==> src/rtl/vrt_pkg.sv <==
// vrt_pkg: shared widths, face codes and divider handshake type
// for the voxel ray traversal unit; no dependencies
package vrt_pkg;

	localparam int DIR_W    = 16;
	localparam int CELL_W   = 16;
	localparam int ORG_W    = 32;
	localparam int MAXD_W   = 21;
	localparam int EYE_W    = 18;
	localparam int FACE_W   = 3;
	localparam int DIR_FRAC = 14;

	localparam logic [FACE_W-1:0] FACE_START  = 3'd0;
	localparam logic [FACE_W-1:0] FACE_LEFT   = 3'd1;
	localparam logic [FACE_W-1:0] FACE_RIGHT  = 3'd2;
	localparam logic [FACE_W-1:0] FACE_FRONT  = 3'd3;
	localparam logic [FACE_W-1:0] FACE_BACK   = 3'd4;
	localparam logic [FACE_W-1:0] FACE_TOP    = 3'd5;
	localparam logic [FACE_W-1:0] FACE_BOTTOM = 3'd6;

	localparam logic [0:0] REG_MAXD = 1'b0;
	localparam logic [0:0] REG_EYE  = 1'b1;

	typedef struct packed {
		logic start;
		logic done;
	} div_ctl_t;

	// face entered when stepping along axis (0 x, 1 y, 2 z)
	function automatic logic [FACE_W-1:0] face_code(input logic [1:0] axis, input logic pos);
		logic [FACE_W-1:0] f;
		unique case (axis)
			2'd0:    f = pos ? FACE_LEFT : FACE_RIGHT;
			2'd1:    f = pos ? FACE_BOTTOM : FACE_TOP;
			default: f = pos ? FACE_BACK : FACE_FRONT;
		endcase
		return f;
	endfunction

endpackage

==> src/rtl/vrt_cfg.sv <==
// vrt_cfg: apb register file holding max_distance and eye_offset
// depends on vrt_pkg
module vrt_cfg (
	input  logic                       clk,
	input  logic                       arst_n,
	input  logic                       psel,
	input  logic                       penable,
	input  logic                       pwrite,
	input  logic [2:0]                 paddr,
	input  logic [31:0]                pwdata,
	output logic [31:0]                prdata,
	output logic [vrt_pkg::MAXD_W-1:0] max_distance,
	output logic [vrt_pkg::EYE_W-1:0]  eye_offset
);

	logic [vrt_pkg::MAXD_W-1:0] maxd_q;
	logic [vrt_pkg::EYE_W-1:0]  eye_q;
	logic                       wr;

	assign wr = psel && penable && pwrite;

	always_ff @(posedge clk or negedge arst_n) begin
		if (!arst_n) begin
			maxd_q <= vrt_pkg::MAXD_W'(262144);
			eye_q  <= vrt_pkg::EYE_W'(47186);
		end else if (wr) begin
			if (paddr[2] == vrt_pkg::REG_MAXD)
				maxd_q <= pwdata[vrt_pkg::MAXD_W-1:0];
			else
				eye_q <= pwdata[vrt_pkg::EYE_W-1:0];
		end
	end

	always_comb begin
		if (paddr[2] == vrt_pkg::REG_MAXD)
			prdata = {{(32-vrt_pkg::MAXD_W){1'b0}}, maxd_q};
		else
			prdata = {{(32-vrt_pkg::EYE_W){1'b0}}, eye_q};
	end

	assign max_distance = maxd_q;
	assign eye_offset   = eye_q;

endmodule

==> src/rtl/vrt_div.sv <==
// vrt_div: restoring divider, one quotient bit per cycle
// depends on vrt_pkg
module vrt_div #(
	parameter int N = 31
) (
	input  logic                      clk,
	input  logic                      arst_n,
	input  vrt_pkg::div_ctl_t         ctl_in,
	input  logic [N-1:0]              dividend,
	input  logic [vrt_pkg::DIR_W-1:0] divisor,
	output logic                      done,
	output logic [N-1:0]              quotient
);

	localparam int CNT_W = $clog2(N + 1);

	logic [vrt_pkg::DIR_W-1:0] rem_q;
	logic [N-1:0]              quo_q;
	logic [CNT_W-1:0]          cnt_q;
	logic                      done_q;
	logic [vrt_pkg::DIR_W:0]   trial;
	logic [vrt_pkg::DIR_W:0]   diff;
	logic                      ge;

	assign trial = {rem_q, quo_q[N-1]};
	assign diff  = trial - {1'b0, divisor};
	assign ge    = trial >= {1'b0, divisor};

	always_ff @(posedge clk or negedge arst_n) begin
		if (!arst_n) begin
			cnt_q  <= '0;
			done_q <= 1'b0;
		end else begin
			done_q <= 1'b0;
			if (ctl_in.start) begin
				cnt_q <= CNT_W'(N);
			end else if (cnt_q != '0) begin
				cnt_q <= cnt_q - 1'b1;
				if (cnt_q == CNT_W'(1))
					done_q <= 1'b1;
			end
		end
	end

	always_ff @(posedge clk) begin
		if (ctl_in.start) begin
			rem_q <= '0;
			quo_q <= dividend;
		end else if (cnt_q != '0) begin
			rem_q <= ge ? diff[vrt_pkg::DIR_W-1:0] : trial[vrt_pkg::DIR_W-1:0];
			quo_q <= {quo_q[N-2:0], ge};
		end
	end

	assign done     = done_q;
	assign quotient = quo_q;

endmodule

==> src/rtl/voxel_ray_traversal_unit.sv <==
// voxel_ray_traversal_unit: 3d dda voxel walker with a shared serial divider
// depends on vrt_pkg, vrt_cfg, vrt_div
//
//  channel  | handshake             | words
//  ray in   | start / busy          | origin_x/y/z, dir_x/y/z
//  voxel out| valid (one cycle)     | voxel_x/y/z, entry_face, entry_distance, last
//  config   | apb psel/penable      | max_distance @0, eye_offset @4
//
// a ray runs six divisions on the one shared divider (tmax and delta per axis),
// then emits one voxel per cycle.
// busy stays high from accept until the last voxel is issued.
// reset clears the sequencer and loads the register defaults.
// the receiver cannot stall: every voxel word is shown for exactly one cycle.
module voxel_ray_traversal_unit #(
	parameter int MAX_VOXELS = 32,
	parameter int FRAC_BITS  = 16
) (
	input  logic                        clk,
	input  logic                        arst_n,
	input  logic                        start,
	output logic                        busy,
	input  logic signed [31:0]          origin_x,
	input  logic signed [31:0]          origin_y,
	input  logic signed [31:0]          origin_z,
	input  logic signed [15:0]          dir_x,
	input  logic signed [15:0]          dir_y,
	input  logic signed [15:0]          dir_z,
	output logic                        valid,
	output logic signed [15:0]          voxel_x,
	output logic signed [15:0]          voxel_y,
	output logic signed [15:0]          voxel_z,
	output logic [2:0]                  entry_face,
	output logic [20:0]                 entry_distance,
	output logic                        last,
	input  logic                        psel,
	input  logic                        penable,
	input  logic                        pwrite,
	input  logic [2:0]                  paddr,
	input  logic [31:0]                 pwdata,
	output logic [31:0]                 prdata,
	output logic                        pready
);

	localparam int N    = FRAC_BITS + vrt_pkg::DIR_FRAC + 1;
	localparam int TW   = FRAC_BITS + 16;
	localparam int CW   = $clog2(MAX_VOXELS + 1);
	localparam int WIDE = 48;

	localparam logic [1:0] ST_IDLE = 2'd0;
	localparam logic [1:0] ST_DIV  = 2'd1;
	localparam logic [1:0] ST_WAIT = 2'd2;
	localparam logic [1:0] ST_STEP = 2'd3;

	localparam logic [FRAC_BITS:0] ONE = {1'b1, {FRAC_BITS{1'b0}}};

	logic [1:0]                        state_q;
	logic [2:0]                        idx_q;
	logic [CW-1:0]                     n_q;
	logic [vrt_pkg::CELL_W-1:0]        cell_q  [3];
	logic [FRAC_BITS-1:0]              frac_q  [3];
	logic [vrt_pkg::DIR_W-1:0]         dir_q   [3];
	logic [TW-1:0]                     tmax_q  [3];
	logic [TW-1:0]                     delta_q [3];
	logic [vrt_pkg::FACE_W-1:0]        face_q;
	logic [vrt_pkg::MAXD_W-1:0]        dist_q;

	logic                              valid_q;
	logic [vrt_pkg::CELL_W-1:0]        vx_q, vy_q, vz_q;
	logic [vrt_pkg::FACE_W-1:0]        ofc_q;
	logic [vrt_pkg::MAXD_W-1:0]        odist_q;
	logic                              olast_q;

	logic [vrt_pkg::MAXD_W-1:0]        max_distance;
	logic [vrt_pkg::EYE_W-1:0]         eye_offset;

	logic [WIDE-1:0]                   ox, oy, oz;
	vrt_pkg::div_ctl_t                 dctl;
	logic                              div_done;
	logic [N-1:0]                      div_q;
	logic [1:0]                        dax;
	logic [vrt_pkg::DIR_W-1:0]         ddir;
	logic [vrt_pkg::DIR_W-1:0]         dmag;
	logic [FRAC_BITS:0]                bound;
	logic [N-1:0]                      dividend;

	logic [2:0]                        nz;
	logic                              lt01, lt02, lt12;
	logic [1:0]                        axis;
	logic [TW-1:0]                     tsel;
	logic                              pos;
	logic                              cont;

	vrt_cfg u_cfg (
		.clk          (clk),
		.arst_n       (arst_n),
		.psel         (psel),
		.penable      (penable),
		.pwrite       (pwrite),
		.paddr        (paddr),
		.pwdata       (pwdata),
		.prdata       (prdata),
		.max_distance (max_distance),
		.eye_offset   (eye_offset)
	);

	assign pready = 1'b1;

	// origins widened so the cell index is a plain arithmetic floor
	assign ox = {{(WIDE-32){origin_x[31]}}, origin_x};
	assign oy = {{(WIDE-32){origin_y[31]}}, origin_y}
		+ {{(WIDE-vrt_pkg::EYE_W){1'b0}}, eye_offset};
	assign oz = {{(WIDE-32){origin_z[31]}}, origin_z};

	// operand select: idx 0..2 boundary distance, 3..5 per-cell delta
	always_comb begin
		unique case (idx_q)
			3'd0, 3'd3: dax = 2'd0;
			3'd1, 3'd4: dax = 2'd1;
			default:    dax = 2'd2;
		endcase
		ddir = dir_q[dax];
		dmag = ddir[vrt_pkg::DIR_W-1] ? (~ddir + 1'b1) : ddir;
		if (idx_q >= 3'd3)
			bound = ONE;
		else if (!ddir[vrt_pkg::DIR_W-1])
			bound = ONE - {1'b0, frac_q[dax]};
		else
			bound = {1'b0, frac_q[dax]};
		dividend = {bound, {vrt_pkg::DIR_FRAC{1'b0}}};
	end

	assign dctl.start = (state_q == ST_DIV);
	assign dctl.done  = 1'b0;

	vrt_div #(.N(N)) u_div (
		.clk      (clk),
		.arst_n   (arst_n),
		.ctl_in   (dctl),
		.dividend (dividend),
		.divisor  (dmag),
		.done     (div_done),
		.quotient (div_q)
	);

	// axis choice: ties go to y over x, z over both; a zero direction wins only when all three are zero
	always_comb begin
		nz[0] = dir_q[0] != '0;
		nz[1] = dir_q[1] != '0;
		nz[2] = dir_q[2] != '0;
		lt01  = nz[0] && (!nz[1] || tmax_q[0] < tmax_q[1]);
		lt02  = nz[0] && (!nz[2] || tmax_q[0] < tmax_q[2]);
		lt12  = nz[1] && (!nz[2] || tmax_q[1] < tmax_q[2]);
		if (lt01)
			axis = lt02 ? 2'd0 : 2'd2;
		else
			axis = lt12 ? 2'd1 : 2'd2;
		tsel = tmax_q[axis];
		pos  = !dir_q[axis][vrt_pkg::DIR_W-1];
		cont = nz[axis] && (tsel <= {{(TW-vrt_pkg::MAXD_W){1'b0}}, max_distance})
			&& (n_q < CW'(MAX_VOXELS));
	end

	always_ff @(posedge clk or negedge arst_n) begin
		if (!arst_n) begin
			state_q <= ST_IDLE;
			idx_q   <= '0;
			n_q     <= '0;
			valid_q <= 1'b0;
		end else begin
			valid_q <= 1'b0;
			unique case (state_q)
				ST_IDLE: begin
					if (start) begin
						state_q <= ST_DIV;
						idx_q   <= '0;
						n_q     <= CW'(1);
					end
				end
				ST_DIV: state_q <= ST_WAIT;
				ST_WAIT: begin
					if (div_done) begin
						if (idx_q == 3'd5) begin
							state_q <= ST_STEP;
						end else begin
							idx_q   <= idx_q + 1'b1;
							state_q <= ST_DIV;
						end
					end
				end
				ST_STEP: begin
					valid_q <= 1'b1;
					if (cont)
						n_q <= n_q + 1'b1;
					else
						state_q <= ST_IDLE;
				end
				default: state_q <= ST_IDLE;
			endcase
		end
	end

	always_ff @(posedge clk) begin
		if (state_q == ST_IDLE && start) begin
			cell_q[0] <= ox[FRAC_BITS +: vrt_pkg::CELL_W];
			cell_q[1] <= oy[FRAC_BITS +: vrt_pkg::CELL_W];
			cell_q[2] <= oz[FRAC_BITS +: vrt_pkg::CELL_W];
			frac_q[0] <= ox[FRAC_BITS-1:0];
			frac_q[1] <= oy[FRAC_BITS-1:0];
			frac_q[2] <= oz[FRAC_BITS-1:0];
			dir_q[0]  <= dir_x;
			dir_q[1]  <= dir_y;
			dir_q[2]  <= dir_z;
			face_q    <= vrt_pkg::FACE_START;
			dist_q    <= '0;
		end
		if (state_q == ST_WAIT && div_done) begin
			if (idx_q >= 3'd3)
				delta_q[dax] <= {{(TW-N){1'b0}}, div_q};
			else
				tmax_q[dax] <= {{(TW-N){1'b0}}, div_q};
		end
		if (state_q == ST_STEP) begin
			vx_q    <= cell_q[0];
			vy_q    <= cell_q[1];
			vz_q    <= cell_q[2];
			ofc_q   <= face_q;
			odist_q <= dist_q;
			olast_q <= !cont;
			if (cont) begin
				cell_q[axis] <= pos ? cell_q[axis] + 1'b1 : cell_q[axis] - 1'b1;
				face_q       <= vrt_pkg::face_code(axis, pos);
				dist_q       <= tsel[vrt_pkg::MAXD_W-1:0];
				tmax_q[axis] <= tsel + delta_q[axis];
			end
		end
	end

	assign busy           = (state_q != ST_IDLE);
	assign valid          = valid_q;
	assign voxel_x        = vx_q;
	assign voxel_y        = vy_q;
	assign voxel_z        = vz_q;
	assign entry_face     = ofc_q;
	assign entry_distance = odist_q;
	assign last           = olast_q;

endmodule
==> config.mk <==
export PLATFORM = sky130hd
export DESIGN_NAME = voxel_ray_traversal_unit
export DESIGN_NICKNAME = d
export VERILOG_FILES = /design/src/rtl/vrt_pkg.sv /design/src/rtl/vrt_cfg.sv /design/src/rtl/vrt_div.sv /design/src/rtl/voxel_ray_traversal_unit.sv
export SDC_FILE = /design/constraint.sdc
export NUM_CORES = 1
export LEC_CHECK = 0
export BUFFER_PORTS_ARGS = -buffer_cell sky130_fd_sc_hd__buf_2
export CAP_MARGIN = 30
export CORE_MARGIN = 3
export CORE_UTILIZATION = 45
export CTS_BUF_LIST = sky130_fd_sc_hd__clkbuf_8
export CTS_CLUSTER_SIZE = 30
export DETAILED_ROUTE_END_ITERATION = 10
export HOLD_SLACK_MARGIN = 0.02
export SLEW_MARGIN = 40
export SYNTH_ARGS = -nofsm -noshare
export SYNTH_HDL_FRONTEND = slang
export SYNTH_HIERARCHICAL = 1
export SYNTH_SLANG_ARGS = --single-unit
==> constraint.sdc <==
create_clock -name clk -period 16.09 [get_ports clk]
set_input_delay 0.8045 -clock clk [delete_from_list [all_inputs] [get_ports clk]]
set_output_delay 0.8045 -clock clk [all_outputs]
set_load 0.005 [all_outputs]
==> results.md <==
* Worst slew margin at 0.419
* Crit path setup slack, layout at 7.70 ns
* Critical Path AT at 8.80 ns
* Metal3 WL at 4.75 mm
* DP HPWL at 54.8 mm
* Power density cells at 90.8 nW/um^2
* Post-Route WL at 76.0 mm
* Endpoints failing hold at 0
* Post-CTS setup buffer count at 0
* Die height at 258 um
* Fillcell total at 5546
* H-tree levels at 3
* Via count at 20600
* Crit-path cells: ha_1 > and4_1 > nand2_1 > o41ai_1 > o311a_1 > o21ba_1 > nand3_4 > nand2_1 > buf_4 > nor2_1 > nor2_1 > ha_1 > a21oi_1 > nor3b_1 > a2111oi_1 > o21ai_0 > a21boi_0 > o41ai_1 > o211ai_1 > a21oi_1 > o2111ai_1 > mux2_1
* Placed cells at 3551
* Cells after synthesis at 2480
* Port buffer count at 267
* Buffers and inverters on the worst path at 1
* Die footprint at 66400 um^2
* Max frequency at 119 MHz
* Unrepaired setup endpoints after global routing: no
* Fin area at 32700 um^2
* Clock power share at 0.401
* Crit-path max FO at 47
* Internal power at 2260 uW
* Fin crit share at 0.521
* Routed metal-1 wirelength at 33.5 mm
* Setup violations, final at 0
* Initial Util at 0.458
* Final cell count without fillers at 3721
* DP Worst Slack at 7.73 ns
* Worst vdd ir at 67.1 uV
* Yosys Warn Count at 6
* Overall routing resource usage at 0.227
* Share of cells above drive strength 1 at 0.207
* Hold Buf Count CTS at 0
* 1st-iter DRT viols at 1345
* Crit. End Element: flop
* Antenna viol nets, final at 0
* Wire per inst at 20.4 um
* Largest net degree at the start of global routing at 96
* Vias in the first global route at 20800
* Avg Inst Size Synth at 11.5 um^2
* Post-route DRC at 0
* Clk slew on worst S/H paths at 0.06 ns
* Post-cts repair resize count at 0
* Worst Max-Slew Pin Slew at 0.872 ns
* Num CTS Buffers at 92
* Seq/Total Area, Yosys at 0.539
* Async SR Flop Fraction at 0.107
* Clock Skew at 0.0390 ns
* DR WL met2 at 35.9 mm
* CP required at 16.50 ns
* Tmin final at 8.39 ns
* Clk sinks at 534
* Worst-Skew Late Latency at 0.70 ns
* Cell row count at 91
* Post-synth EDFFs at 437
* Hold slack final at 0.192 ns
* Chip width at 258 um
* Post-synthesis cell type count at 87
* Sequential group share of total power at 0.520
* Critical Path Source Type: flop
* Switching power total at 718 uW
* First-pass GRT wire length at 118 mm
* MaxCap Viol Count at 0
* Status: finished clean
* CP max stage cell: nand2_1
* Root buf cell: clkbuf_8
* Top Layer Used: met4
* Placed instance area at 30900 um^2
* Initial DRT Pass Iterations at 5
* Max clock buf depth at 3
* Yosys reg bits at 534
* Commonest non-fill, non-tap cell in the layout: edfxtp_1
* Leak at 0.0134 uW
* Crit path kind: reg2reg
* Combinational Power Share at 0.079
* Via density at 5.52
* Mapped cell area at 28500 um^2
* Switching share of power at 0.242
* Top-level I/O count at 293
* Area grow syn2layout at 14.9%
* CORE AREA at 62200 um^2
* Register area at 15400 um^2
* Ys flop type: edfxtp_1
* Most frequent cells in the layout: 437 x edfxtp_1, 267 x buf_2, 210 x nor2_1, 203 x ha_1, 181 x nand2_1
* CP delay by family, top: compound AO/OA/AOI/OAI gates
* GPL Wtd Cong at 0.882
* Min-delay worst type: in2async
* Crit-path max cell delay at 0.91 ns
* Initial antenna violation count at 2
* Slew Viols, Final at 0
* Grt ovf at 0
* Final layout net count at 3200
* Post-Route Setup TNS at 0 ns
* Area of the multi-input gates at 12300 um^2
* CTS tree: done
cells in the mapped netlist, types with 8 or more instances:
library cell | count | share of area
buf_1 | 13 | 0.0017
buf_4 | 16 | 0.0042
o22ai_1 | 58 | 0.013
inv_1 | 143 | 0.019
ha_1 | 203 | 0.089
nor3_1 | 30 | 0.0053
nor3b_1 | 9 | 0.0024
xor2_1 | 34 | 0.010
clkbuf_1 | 50 | 0.0066
o211ai_1 | 9 | 0.0024
o21ai_1 | 18 | 0.0032
a211oi_1 | 9 | 0.0024
mux2_2 | 101 | 0.040
edfxtp_1 | 437 | 0.46
nor4_1 | 24 | 0.0053
a21oi_1 | 162 | 0.028
a31oi_1 | 23 | 0.0050
nand2_1 | 185 | 0.024
a21o_1 | 60 | 0.016
dfxtp_1 | 40 | 0.028
o21a_1 | 13 | 0.0034
nand3_1 | 50 | 0.0088
buf_2 | 16 | 0.0028
nor2b_1 | 18 | 0.0040
o21bai_1 | 10 | 0.0026
dfstp_2 | 8 | 0.0074
xnor2_1 | 69 | 0.021
and2_1 | 17 | 0.0037
dfrtp_1 | 49 | 0.043
and3_1 | 35 | 0.0077
nand3b_1 | 8 | 0.0021
a311oi_1 | 15 | 0.0046
nand4_1 | 35 | 0.0077
o311ai_0 | 9 | 0.0028
o31ai_1 | 10 | 0.0026
nor2_1 | 216 | 0.028
mux2i_1 | 36 | 0.013
mux2_1 | 22 | 0.0087
nand2b_1 | 23 | 0.0050
or3_1 | 9 | 0.0020
o21ai_0 | 82 | 0.014
power by group through the flow:
stage / combinational (uW) / clock (uW) / sequential, uW
final: 235 / 1190 / 1550
after detailed placement: 234 / 0 / 1580
after global routing: 261 / 1290 / 1550
after global placement: 229 / 0 / 1570
after floorplan: 147 / 0 / 1560
after CTS: 236 / 1230 / 1550
flip-flops by register name, indices dropped and copies added, names as in the netlist, 6 cells and up:
register            cells
cell_q                 48
delta_q                93
dir_q                  48
dist_q                 21
entry_distance         21
frac_q                 48
n_q                     6
tmax_q                 96
u_cfg/eye_offset       18
u_cfg/max_distance     21
u_div/quotient         31
u_div/rem_q            16
voxel_x                16
voxel_y                16
voxel_z                16
routing by layer:
layer,vias up,global-route usage
met5,-,0
met4,0,0.0774
met3,120,0.0374
met2,640,0.377
met1,9927,0.303
li1,9866,-
stage by stage:
stage | total power [uW] | utilization
after floorplan | 1710 | -
after global placement | 1800 | 0.497
after detailed placement | 1810 | 0.498
after CTS | 3020 | 0.526
after global routing | 3100 | 0.527
final | 2970 | 0.527
cells by family (layout without fill, tap and decap cells):
kind of cell	after synthesis	count (layout)	share of synthesized area
AND/OR/NAND/NOR	685	685	0.115
flip-flops	534	534	0.539
other	3	28	0.000395
AO/OA/AOI/OAI	538	538	0.120
XOR/XNOR	103	103	0.0317
adder cells (fa/ha/maj)	207	207	0.0920
buffers and inverters	245	624	0.0368
multiplexers	165	165	0.0644
final timing paths:
check	from	to	slack (ns)	cells after the start
worst min-delay path	arst_n	u_cfg/eye_offset[8]	0.19	2
worst max register to register	tmax_q[0][13]	tmax_q[2][30]	7.70	22
min in group clk	origin_z[2]	frac_q[2][2]	0.28	1
max in group asynchronous	arst_n	u_div/cnt_q[4]	15.46	2
worst max-delay path	tmax_q[0][13]	tmax_q[2][30]	7.70	22
worst min register to register	dist_q[19]	entry_distance[19]	0.42	0
area by class of cell:
type | instances | area share
diodes | 2 | 0.000153
clock buffers | 103 | 0.0433
clock inverters | 65 | 0.0111
inverters | 143 | 0.0165
multi-input cells | 1724 | 0.376
flip-flops and latches | 534 | 0.469
well taps | 837 | 0.0320
repair buffers | 313 | 0.0520
worst reg2reg max path: stages (launching register included):
cell and delay (ns):
edfxtp_1 0.43, ha_1 0.34, and4_1 0.21, nand2_1 0.06, o41ai_1 0.57, o311a_1 0.31, o21ba_1 0.50, nand3_4 0.67
nand2_1 0.92, buf_4 0.50, nor2_1 0.09, nor2_1 0.10, ha_1 0.27, a21oi_1 0.26, nor3b_1 0.52, a2111oi_1 0.23
o21ai_0 0.31, a21boi_0 0.18, o41ai_1 0.59, o211ai_1 0.25, a21oi_1 0.28, o2111ai_1 0.14, mux2_1 0.38
Power figures use the tool's default switching activity.
